`config.mk`:
```
export PLATFORM = sky130hd
export DESIGN_NAME = positional_list_store_flat
export DESIGN_NICKNAME = d
export VERILOG_FILES = /design/src/rtl/plc_pkg.sv /design/src/rtl/plc_in_if.sv /design/src/rtl/plc_out_if.sv /design/src/rtl/plc_cell.sv /design/src/rtl/positional_list_store.sv /design/src/flat_wrapper.sv
export SDC_FILE = /design/constraint.sdc
export NUM_CORES = 1
export LEC_CHECK = 0
export BUFFER_PORTS_ARGS = -buffer_cell sky130_fd_sc_hd__buf_4
export CORE_ASPECT_RATIO = 0.6
export CORE_MARGIN = 3
export CORE_UTILIZATION = 55
export DETAILED_ROUTE_END_ITERATION = 7
export HOLD_SLACK_MARGIN = 0.1
export PLACE_DENSITY_LB_ADDON = 0.15
export SLEW_MARGIN = 0
export SYNTH_ARGS = -nofsm -noshare
export SYNTH_HDL_FRONTEND = slang
export SYNTH_SLANG_ARGS = --single-unit
```
`constraint.sdc`:
```
create_clock -name clk_i -period 6.9 [get_ports clk_i]
set_input_delay 1.38 -clock clk_i [delete_from_list [all_inputs] [get_ports clk_i]]
set_output_delay 1.38 -clock clk_i [all_outputs]
set_load 0.1 [all_outputs]
```
`src/rtl/plc_pkg.sv`:
```
`timescale 1ns / 1ps
// Shared constants, codes and types for the positional list store.
// No dependencies; every other file imports this package.
package plc_pkg;

  localparam int unsigned DEPTH      = 16;
  localparam int unsigned DATA_WIDTH = 32;

  // Fixed field widths of the channels
  localparam int unsigned OPCODE_W  = 3;
  localparam int unsigned POS_W     = 5;
  localparam int unsigned VALUE_W   = 32;
  localparam int unsigned STATUS_W  = 2;
  localparam int unsigned COUNT_O_W = 5;

  // Derived widths
  localparam int unsigned IDX_W = $clog2(DEPTH);
  localparam int unsigned CNT_W = $clog2(DEPTH + 1);
  localparam int unsigned CMP_W = ((CNT_W > POS_W) ? CNT_W : POS_W) + 1;

  // Opcodes
  localparam logic [OPCODE_W-1:0] OP_INSERT = 3'd0;
  localparam logic [OPCODE_W-1:0] OP_REMOVE = 3'd1;
  localparam logic [OPCODE_W-1:0] OP_READ   = 3'd2;
  localparam logic [OPCODE_W-1:0] OP_WRITE  = 3'd3;
  localparam logic [OPCODE_W-1:0] OP_CLEAR  = 3'd4;

  // Status codes
  localparam logic [STATUS_W-1:0] ST_DONE   = 2'd0;
  localparam logic [STATUS_W-1:0] ST_BADPOS = 2'd1;
  localparam logic [STATUS_W-1:0] ST_FULL   = 2'd2;

  // Broadcast to every cell of the row
  typedef struct packed {
    logic                  ins;
    logic                  rem;
    logic                  wr;
    logic [IDX_W-1:0]      idx;
    logic [DATA_WIDTH-1:0] wdata;
  } cell_ctrl_t;

endpackage

```
`src/rtl/plc_in_if.sv`:
```
`timescale 1ns / 1ps
// Request channel of the positional list store: valid/ready plus operation fields.
// Depends on plc_pkg for field widths.
interface plc_in_if
  import plc_pkg::*;
();
  logic                valid;
  logic                ready;
  logic [OPCODE_W-1:0] opcode;
  logic [POS_W-1:0]    position;
  logic [VALUE_W-1:0]  value;

  modport source (output valid, output opcode, output position, output value, input ready);
  modport sink   (input valid, input opcode, input position, input value, output ready);
endinterface

```
`src/rtl/plc_out_if.sv`:
```
`timescale 1ns / 1ps
// Result channel of the positional list store: valid/ready plus result fields.
// Depends on plc_pkg for field widths.
interface plc_out_if
  import plc_pkg::*;
();
  logic                 valid;
  logic                 ready;
  logic [STATUS_W-1:0]  status;
  logic [VALUE_W-1:0]   read_value;
  logic [COUNT_O_W-1:0] entry_count;
  logic                 is_empty;

  modport source (output valid, output status, output read_value, output entry_count,
                  output is_empty, input ready);
  modport sink   (input valid, input status, input read_value, input entry_count,
                  input is_empty, output ready);
endinterface

```
`src/rtl/plc_cell.sv`:
```
`timescale 1ns / 1ps
// One storage cell of the list row: holds one entry, shifts from its neighbours.
// Depends on plc_pkg (cell_ctrl_t, widths).
module plc_cell
  import plc_pkg::*;
(
  input  logic                  clk_i,
  input  cell_ctrl_t            ctrl_i,
  input  logic [IDX_W-1:0]      idx_i,
  input  logic [DATA_WIDTH-1:0] left_i,
  input  logic [DATA_WIDTH-1:0] right_i,
  output logic [DATA_WIDTH-1:0] data_o
);

  logic [DATA_WIDTH-1:0] data_q, data_d;

  always_comb begin
    data_d = data_q;
    if (ctrl_i.ins && (idx_i > ctrl_i.idx)) begin
      data_d = left_i;               // make room: advance one place up
    end else if ((ctrl_i.ins || ctrl_i.wr) && (idx_i == ctrl_i.idx)) begin
      data_d = ctrl_i.wdata;
    end else if (ctrl_i.rem && (idx_i >= ctrl_i.idx)) begin
      data_d = right_i;              // close the gap
    end
  end

  always_ff @(posedge clk_i) begin
    data_q <= data_d;
  end

  assign data_o = data_q;

endmodule

```
`src/rtl/positional_list_store.sv`:
```
`timescale 1ns / 1ps
// Positional list store: an ordered list of entries addressed by 1-based position.
// Depends on plc_pkg, plc_in_if, plc_out_if and plc_cell.
//
// Usage
//   in_i  carries one operation per item: opcode, position and value.
//   out_o returns exactly one result item per operation: status, read_value,
//         entry_count and is_empty, all reflecting the list after the operation.
//   The result is loaded into the output register as the item is taken.
//   Throughput: one item per cycle while the receiver takes each result. The
//   row of DEPTH cells updates in parallel, each cell taking its left or right
//   neighbour on insert or remove.
//   Reset (rst_ni low, asynchronous) empties the list and drops any pending
//   result; the cells themselves are not cleared, since only positions up to
//   the entry count can ever be read.
//   When the receiver stalls the result is held in the output register and
//   in_i.ready drops until it is taken; a new item is taken in the same cycle
//   the waiting result leaves.
//   Bad positions give status BADPOS, an insert into a full list gives FULL;
//   in both cases the list is left unchanged. Unused opcodes complete as no-ops.
module positional_list_store
  import plc_pkg::*;
(
  input  logic      clk_i,
  input  logic      rst_ni,
  plc_in_if.sink    in_i,
  plc_out_if.source out_o
);

  logic                  accept;
  logic [CNT_W-1:0]      count_q, count_d;
  logic                  out_valid_q;
  logic [STATUS_W-1:0]   status_q, status_d;
  logic [VALUE_W-1:0]    rd_q, rd_d;
  logic [COUNT_O_W-1:0]  cnt_out_q;
  logic                  empty_q;
  logic [CMP_W-1:0]      pos_ext, cnt_ext, pos_m1;
  logic                  pos_ok, pos_ok_ins, full;
  cell_ctrl_t            ctrl;
  logic [DATA_WIDTH-1:0] entry [DEPTH];

  // Hold the input while a result waits and the receiver stalls
  assign in_i.ready = !out_valid_q || out_o.ready;
  assign accept     = in_i.valid && in_i.ready;

  // Position checks, done at a common width wide enough for both sides
  assign pos_ext    = CMP_W'(in_i.position);
  assign cnt_ext    = CMP_W'(count_q);
  assign pos_m1     = pos_ext - CMP_W'(1);
  assign pos_ok     = (pos_ext != '0) && (pos_ext <= cnt_ext);
  assign pos_ok_ins = (pos_ext != '0) && (pos_ext <= cnt_ext + CMP_W'(1));
  assign full       = (count_q == CNT_W'(DEPTH));

  always_comb begin
    status_d   = ST_DONE;
    rd_d       = '0;
    count_d    = count_q;
    ctrl.ins   = 1'b0;
    ctrl.rem   = 1'b0;
    ctrl.wr    = 1'b0;
    ctrl.idx   = pos_m1[IDX_W-1:0];
    ctrl.wdata = DATA_WIDTH'(in_i.value);
    case (in_i.opcode)
      OP_INSERT: begin
        if (!pos_ok_ins) begin
          status_d = ST_BADPOS;
        end else if (full) begin
          status_d = ST_FULL;
        end else begin
          ctrl.ins = accept;
          count_d  = count_q + CNT_W'(1);
        end
      end
      OP_REMOVE: begin
        if (!pos_ok) begin
          status_d = ST_BADPOS;
        end else begin
          ctrl.rem = accept;
          count_d  = count_q - CNT_W'(1);
        end
      end
      OP_READ: begin
        if (!pos_ok) begin
          status_d = ST_BADPOS;
        end else begin
          rd_d = VALUE_W'(entry[pos_m1[IDX_W-1:0]]);
        end
      end
      OP_WRITE: begin
        if (!pos_ok) begin
          status_d = ST_BADPOS;
        end else begin
          ctrl.wr = accept;
        end
      end
      OP_CLEAR: begin
        count_d = '0;
      end
      default: begin
        // unused opcodes: complete with no change
      end
    endcase
  end

  // Row of cells; each takes its left neighbour on insert, its right on remove
  for (genvar k = 0; k < DEPTH; k++) begin : g_cell
    logic [DATA_WIDTH-1:0] left_w, right_w;
    if (k == 0) begin : g_first
      assign left_w = '0;
    end else begin : g_mid_l
      assign left_w = entry[k-1];
    end
    if (k == DEPTH - 1) begin : g_last
      assign right_w = entry[k];
    end else begin : g_mid_r
      assign right_w = entry[k+1];
    end
    plc_cell u_cell (
      .clk_i   (clk_i),
      .ctrl_i  (ctrl),
      .idx_i   (IDX_W'(k)),
      .left_i  (left_w),
      .right_i (right_w),
      .data_o  (entry[k])
    );
  end

  // Control state: entry count and result-valid flag
  always_ff @(posedge clk_i or negedge rst_ni) begin
    if (!rst_ni) begin
      count_q     <= '0;
      out_valid_q <= 1'b0;
    end else begin
      if (accept) begin
        count_q     <= count_d;
        out_valid_q <= 1'b1;
      end else if (out_o.ready) begin
        out_valid_q <= 1'b0;
      end
    end
  end

  // Result payload, loaded with each accepted item
  always_ff @(posedge clk_i) begin
    if (accept) begin
      status_q  <= status_d;
      rd_q      <= rd_d;
      cnt_out_q <= COUNT_O_W'(count_d);
      empty_q   <= (count_d == '0);
    end
  end

  assign out_o.valid       = out_valid_q;
  assign out_o.status      = status_q;
  assign out_o.read_value  = rd_q;
  assign out_o.entry_count = cnt_out_q;
  assign out_o.is_empty    = empty_q;

`ifndef SYNTHESIS
  a_count_bound: assert property (@(posedge clk_i) disable iff (!rst_ni)
    count_q <= CNT_W'(DEPTH))
    else $error("entry count above capacity");

  a_insert_grows: assert property (@(posedge clk_i) disable iff (!rst_ni)
    ctrl.ins |=> count_q == $past(count_q) + CNT_W'(1))
    else $error("insert did not advance the count");

  a_reject_holds: assert property (@(posedge clk_i) disable iff (!rst_ni)
    accept && (status_d != ST_DONE) |=> count_q == $past(count_q))
    else $error("rejected item changed the count");

  a_full_status: assert property (@(posedge clk_i) disable iff (!rst_ni)
    out_valid_q && (status_q == ST_FULL) |-> full)
    else $error("full status with room left");

  a_empty_flag: assert property (@(posedge clk_i) disable iff (!rst_ni)
    out_valid_q |-> empty_q == (count_q == '0))
    else $error("empty flag disagrees with count");
`endif

endmodule
```
`src/flat_wrapper.sv`:
```
// flat-port wrapper written by rule: the top's interface ports become plain ports
module positional_list_store_flat import plc_pkg::*;
  (clk_i, rst_ni, in_i_valid, in_i_opcode, in_i_position, in_i_value, in_i_ready, out_o_valid, out_o_status, out_o_read_value, out_o_entry_count, out_o_is_empty, out_o_ready);
  plc_in_if in_i_i ();
  plc_out_if out_o_i ();
  input  logic clk_i;
  input  logic rst_ni;
  input wire logic [$bits(in_i_i.valid)-1:0] in_i_valid;
  input wire logic [$bits(in_i_i.opcode)-1:0] in_i_opcode;
  input wire logic [$bits(in_i_i.position)-1:0] in_i_position;
  input wire logic [$bits(in_i_i.value)-1:0] in_i_value;
  output wire logic [$bits(in_i_i.ready)-1:0] in_i_ready;
  output wire logic [$bits(out_o_i.valid)-1:0] out_o_valid;
  output wire logic [$bits(out_o_i.status)-1:0] out_o_status;
  output wire logic [$bits(out_o_i.read_value)-1:0] out_o_read_value;
  output wire logic [$bits(out_o_i.entry_count)-1:0] out_o_entry_count;
  output wire logic [$bits(out_o_i.is_empty)-1:0] out_o_is_empty;
  input wire logic [$bits(out_o_i.ready)-1:0] out_o_ready;
  assign in_i_i.valid = in_i_valid;
  assign in_i_i.opcode = in_i_opcode;
  assign in_i_i.position = in_i_position;
  assign in_i_i.value = in_i_value;
  assign in_i_ready = in_i_i.ready;
  assign out_o_valid = out_o_i.valid;
  assign out_o_status = out_o_i.status;
  assign out_o_read_value = out_o_i.read_value;
  assign out_o_entry_count = out_o_i.entry_count;
  assign out_o_is_empty = out_o_i.is_empty;
  assign out_o_i.ready = out_o_ready;
  positional_list_store u_core (.clk_i(clk_i), .rst_ni(rst_ni), .in_i(in_i_i), .out_o(out_o_i));
endmodule
```
==> flow_metrics.tcl <==
set metrics [dict create \
    status "completed" \
    synth_cell_type_count 60 \
    synth_async_sr_flop_share_pct 1.075 \
    finalClockSkew_ps 18.92 \
    setup_viol 0 \
    slew-limit-headroom_pct 12.72 \
    critical_path_peak_fanout 48 \
    area_growth_syn_to_fin_pct 9.475 \
    finalHoldViolCount 0 \
    routability_congestion_estimate_from_global_placement 0.8908 \
    route.vias.total 25980 \
    global_route.overflow_total 0 \
    worst_setup_path_start_kind "input port" \
    period_share_pct 75.68 \
    ctsRootBufferMaster "sky130_fd_sc_hd__clkbuf_16" \
    critical_path.endpoint_type "flip-flop" \
    totalPowerFinal_mw 8.106 \
    finalWorstSetupSlack_ps 1678 \
    yosysWarningCount 0 \
    die_height_um 192.7 \
    hpwl_um 66600 \
    power.internal_mw 5.887 \
    number_of_pins_with_negative_max_slew_slack_in_the_final_report 0 \
    synth_area_leader_cell "sky130_fd_sc_hd__edfxtp_1" \
    post_synth_most_frequent_cells "sky130_fd_sc_hd__nand2_1 (610), sky130_fd_sc_hd__edfxtp_1 (552), sky130_fd_sc_hd__nor2_1 (356)" \
    ys_seq_elements 558 \
    timing.max_cap.violations 0 \
    design.portCount 86 \
    ys.flop_type "sky130_fd_sc_hd__edfxtp_1" \
    tritoncts.num_buffers 54 \
    viasPerCell 7.186 \
    fin_tns_setup_ps 0 \
    pin_count_of_the_biggest_net_entering_global_routing 90 \
    mappedNetlistNets 2942 \
    placeableCoreArea_um2 56670 \
    crit_path_top_delay_cell "sky130_fd_sc_hd__o22a_1" \
    power.clock.fraction_pct 36.9 \
    synthesis.instances 2882 \
    clkSinkCount 558 \
    critPathArrivalTime_ps 5590 \
    routedWlPerCell_um 30.39 \
    drc 0 \
    initial_core_util_pct 56.39 \
    placed_cell_area_um2 33290 \
    layout.cells.non_filler 3615 \
    gr-usage-all-layers_pct 35.95 \
    yosysTopAreaCellShare_pct 51.87 \
    timing.critical_path.slowest_cell_delay_ps 900 \
    cts_max_path_buffers 3 \
    worst-r2r-setup-slack_ps 1790 \
    synth.area.top_cells "sky130_fd_sc_hd__edfxtp_1 (52%), sky130_fd_sc_hd__mux4_2 (11%), sky130_fd_sc_hd__nand2_1 (7.2%), sky130_fd_sc_hd__a31oi_1 (5.2%), sky130_fd_sc_hd__nor2_1 (4.2%)" \
    worst_r2r_endpoint "u_core.g_cell[7].u_cell.data_o[4]" \
    cp_data_required_time_ps 7270 \
    grt_setup_unrepaired "false" \
    number_of_nets_in_the_finished_design 2875 \
    most_common_cell_in_the_synthesized_netlist "sky130_fd_sc_hd__nand2_1" \
    clk-insertion-delay-late_ps 630 \
    antenna_left 0 \
    ff2ff_path_depth 12 \
    timing_worst_setup_path_type "input port to flip-flop" \
    die_x_um 317.2 \
    cts_tree "yes" \
    place_ws_ps 1082 \
    cells_traversed_along_the_worst_timing_path "buf_8, inv_1, ha_1, nand2_1, o32ai_2, a21oi_1, o22a_1, buf_4, or3_2, nand3_2, buf_12" \
    first_pass_grt_wire_length_um 162000 \
    sw_frac_of_total_pct 27.37 \
    clkTransAtPathRegs_ps 70 \
    max_slew.worst_pin.slew_ps 1306 \
    fraction_of_final_layout_cells_with_drive_strength_greater_than_1_pct 18.53 \
    fmax_mhz 191.5 \
    period_needed_ps 5222 \
    route.final.wire_length_um 109800 \
    leakage_power_total_nw 12.83 \
    syn-mean-instance-area_um2 11.09 \
    htree_levels 2 \
    critical_path_buf_inv_count 4 \
    worst_hold_path_type "input port to asynchronous set/reset pin" \
    fin_hold_ws_ps 561.1 \
    dieArea_um2 61120 \
    number_of_global_route_vias_before_repair 24930 \
    post_cts_resize_count 0 \
    post_cts_buffers 0 \
    post-route-cell-area_um2 34980 \
    vdd_drop_max_mv 0.1923 \
    worst_path_dominant_cell_family "compound AO/OA/AOI/OAI gates" \
    fp-row-count 67 \
    antenna_found_initial 1 \
    comb_power_share_pct 14.5 \
    cts_hold_repair.buffers 0 \
    mappedNetlistArea_um2 31960 \
    switching_power_mw 2.219 \
    sequentialPowerShare_pct 48.6 \
    drt_pass1_iterations 8 \
    portBuffers 85 \
    dpl.cell_count 3517 \
    power.density_cell_area_nw_per_um2 231.7 \
    seq_area_frac_synth_pct 52.34 \
    layout.core_utilization_pct 61.73 \
    r2r-start "u_core.count_q[0]" \
    drt_iter0_drc 4748 \
    synth_edf_count 552 \
]
[cell type report]
| type | instances | area [um2] |
|---|---|---|
| inverters | 11 | 41.29 |
| multi-input cells | 2027 | 14280 |
| clock buffers | 68 | 1404 |
| repair buffers | 163 | 1301 |
| well taps | 759 | 949.7 |
| diodes | 1 | 2.502 |
| clock inverters | 28 | 276.5 |
| flip-flops and latches | 558 | 16730 |
| fillers | 4535 | 21690 |
[placed cells by master, fill, tap and decap left out, types with 5 or more instances in the layout]
master	synthesis	layout
sky130_fd_sc_hd__a21o_1	122	121
sky130_fd_sc_hd__nor3_1	8	7
sky130_fd_sc_hd__nand4_1	5	5
sky130_fd_sc_hd__nor2_4	0	5
sky130_fd_sc_hd__bufinv_16	0	5
sky130_fd_sc_hd__xnor2_1	6	5
sky130_fd_sc_hd__a31oi_1	266	265
sky130_fd_sc_hd__and2_1	4	5
sky130_fd_sc_hd__clkbuf_1	166	14
sky130_fd_sc_hd__a22o_1	115	115
sky130_fd_sc_hd__mux4_2	160	160
sky130_fd_sc_hd__ha_1	16	15
sky130_fd_sc_hd__edfxtp_1	552	552
sky130_fd_sc_hd__buf_4	2	156
sky130_fd_sc_hd__inv_1	10	10
sky130_fd_sc_hd__mux2_4	30	30
sky130_fd_sc_hd__clkbuf_16	0	54
sky130_fd_sc_hd__mux2i_1	20	20
sky130_fd_sc_hd__nand2b_1	6	5
sky130_fd_sc_hd__clkinv_1	1	8
sky130_fd_sc_hd__o211ai_1	8	8
sky130_fd_sc_hd__mux2_2	38	38
sky130_fd_sc_hd__nor3_4	0	10
sky130_fd_sc_hd__clkinv_2	0	12
sky130_fd_sc_hd__nand2_1	610	607
sky130_fd_sc_hd__nor2b_1	35	35
sky130_fd_sc_hd__nand3_1	20	16
sky130_fd_sc_hd__a21oi_1	127	124
sky130_fd_sc_hd__nor2_1	356	350
sky130_fd_sc_hd__buf_12	0	5
sky130_fd_sc_hd__dfrtp_1	6	6
sky130_fd_sc_hd__or3_2	0	6
[cells by family (layout without fill, tap and decap cells)]
| group | Yosys count | after routing | synth area share [%] |
|---|---|---|---|
| flops | 558 | 558 | 52.34 |
| buf+inv | 297 | 270 | 4.025 |
| fa+ha+maj | 16 | 16 | 0.6265 |
| compound gates | 669 | 669 | 14.18 |
| mux | 248 | 248 | 14.65 |
| other cells | 0 | 1 | 0 |
| xor+xnor | 9 | 9 | 0.2702 |
| simple gates | 1085 | 1085 | 13.90 |
[how the worst max path moves through the flow]
stage                           startpoint                                 to  depth (start not counted)
final                     in_i_position[0]  u_core.g_cell[7].u_cell.data_o[4]                         11
after floorplan           in_i_position[0]  u_core.g_cell[9].u_cell.data_o[0]                         11
after CTS                 in_i_position[0]  u_core.g_cell[7].u_cell.data_o[2]                         11
after global placement    in_i_position[0]  u_core.g_cell[7].u_cell.data_o[5]                         11
after global routing      in_i_position[0]  u_core.g_cell[7].u_cell.data_o[5]                         11
after detailed placement  in_i_position[0]  u_core.g_cell[7].u_cell.data_o[1]                         11
[routing by layer]
metal  share of wire, %  GRT usage [%]  vias up
met4                2.7          10.00        0
met3                 17          12.57      214
met5                  0              0        -
met2                 41          49.84     2342
met1                 40          53.50    12780
li1                   -              -    10640
[power groups by stage]
stage | combinational (mW) | sequential [mW] | clock [mW]
floorplan | 0.673 | 4.13 | 0
global placement | 1.13 | 4.00 | 0
CTS | 1.15 | 3.93 | 3.01
global route | 1.24 | 3.95 | 3.14
finish | 1.18 | 3.94 | 2.99
detailed placement | 1.15 | 4.00 | 0
[state kept, by name, indices dropped and copies added, names as in the netlist]
| register | cells |
|---|---|
| u_core.g_cell.u_cell.data_o | 512 |
| u_core.out_o.read_value | 32 |
| u_core.count_q | 5 |
| u_core.out_o.entry_count | 5 |
| u_core.out_o.status | 2 |
| u_core.out_o.is_empty | 1 |
| u_core.out_o.valid | 1 |
No activity file was read; power rests on OpenSTA's default activity.
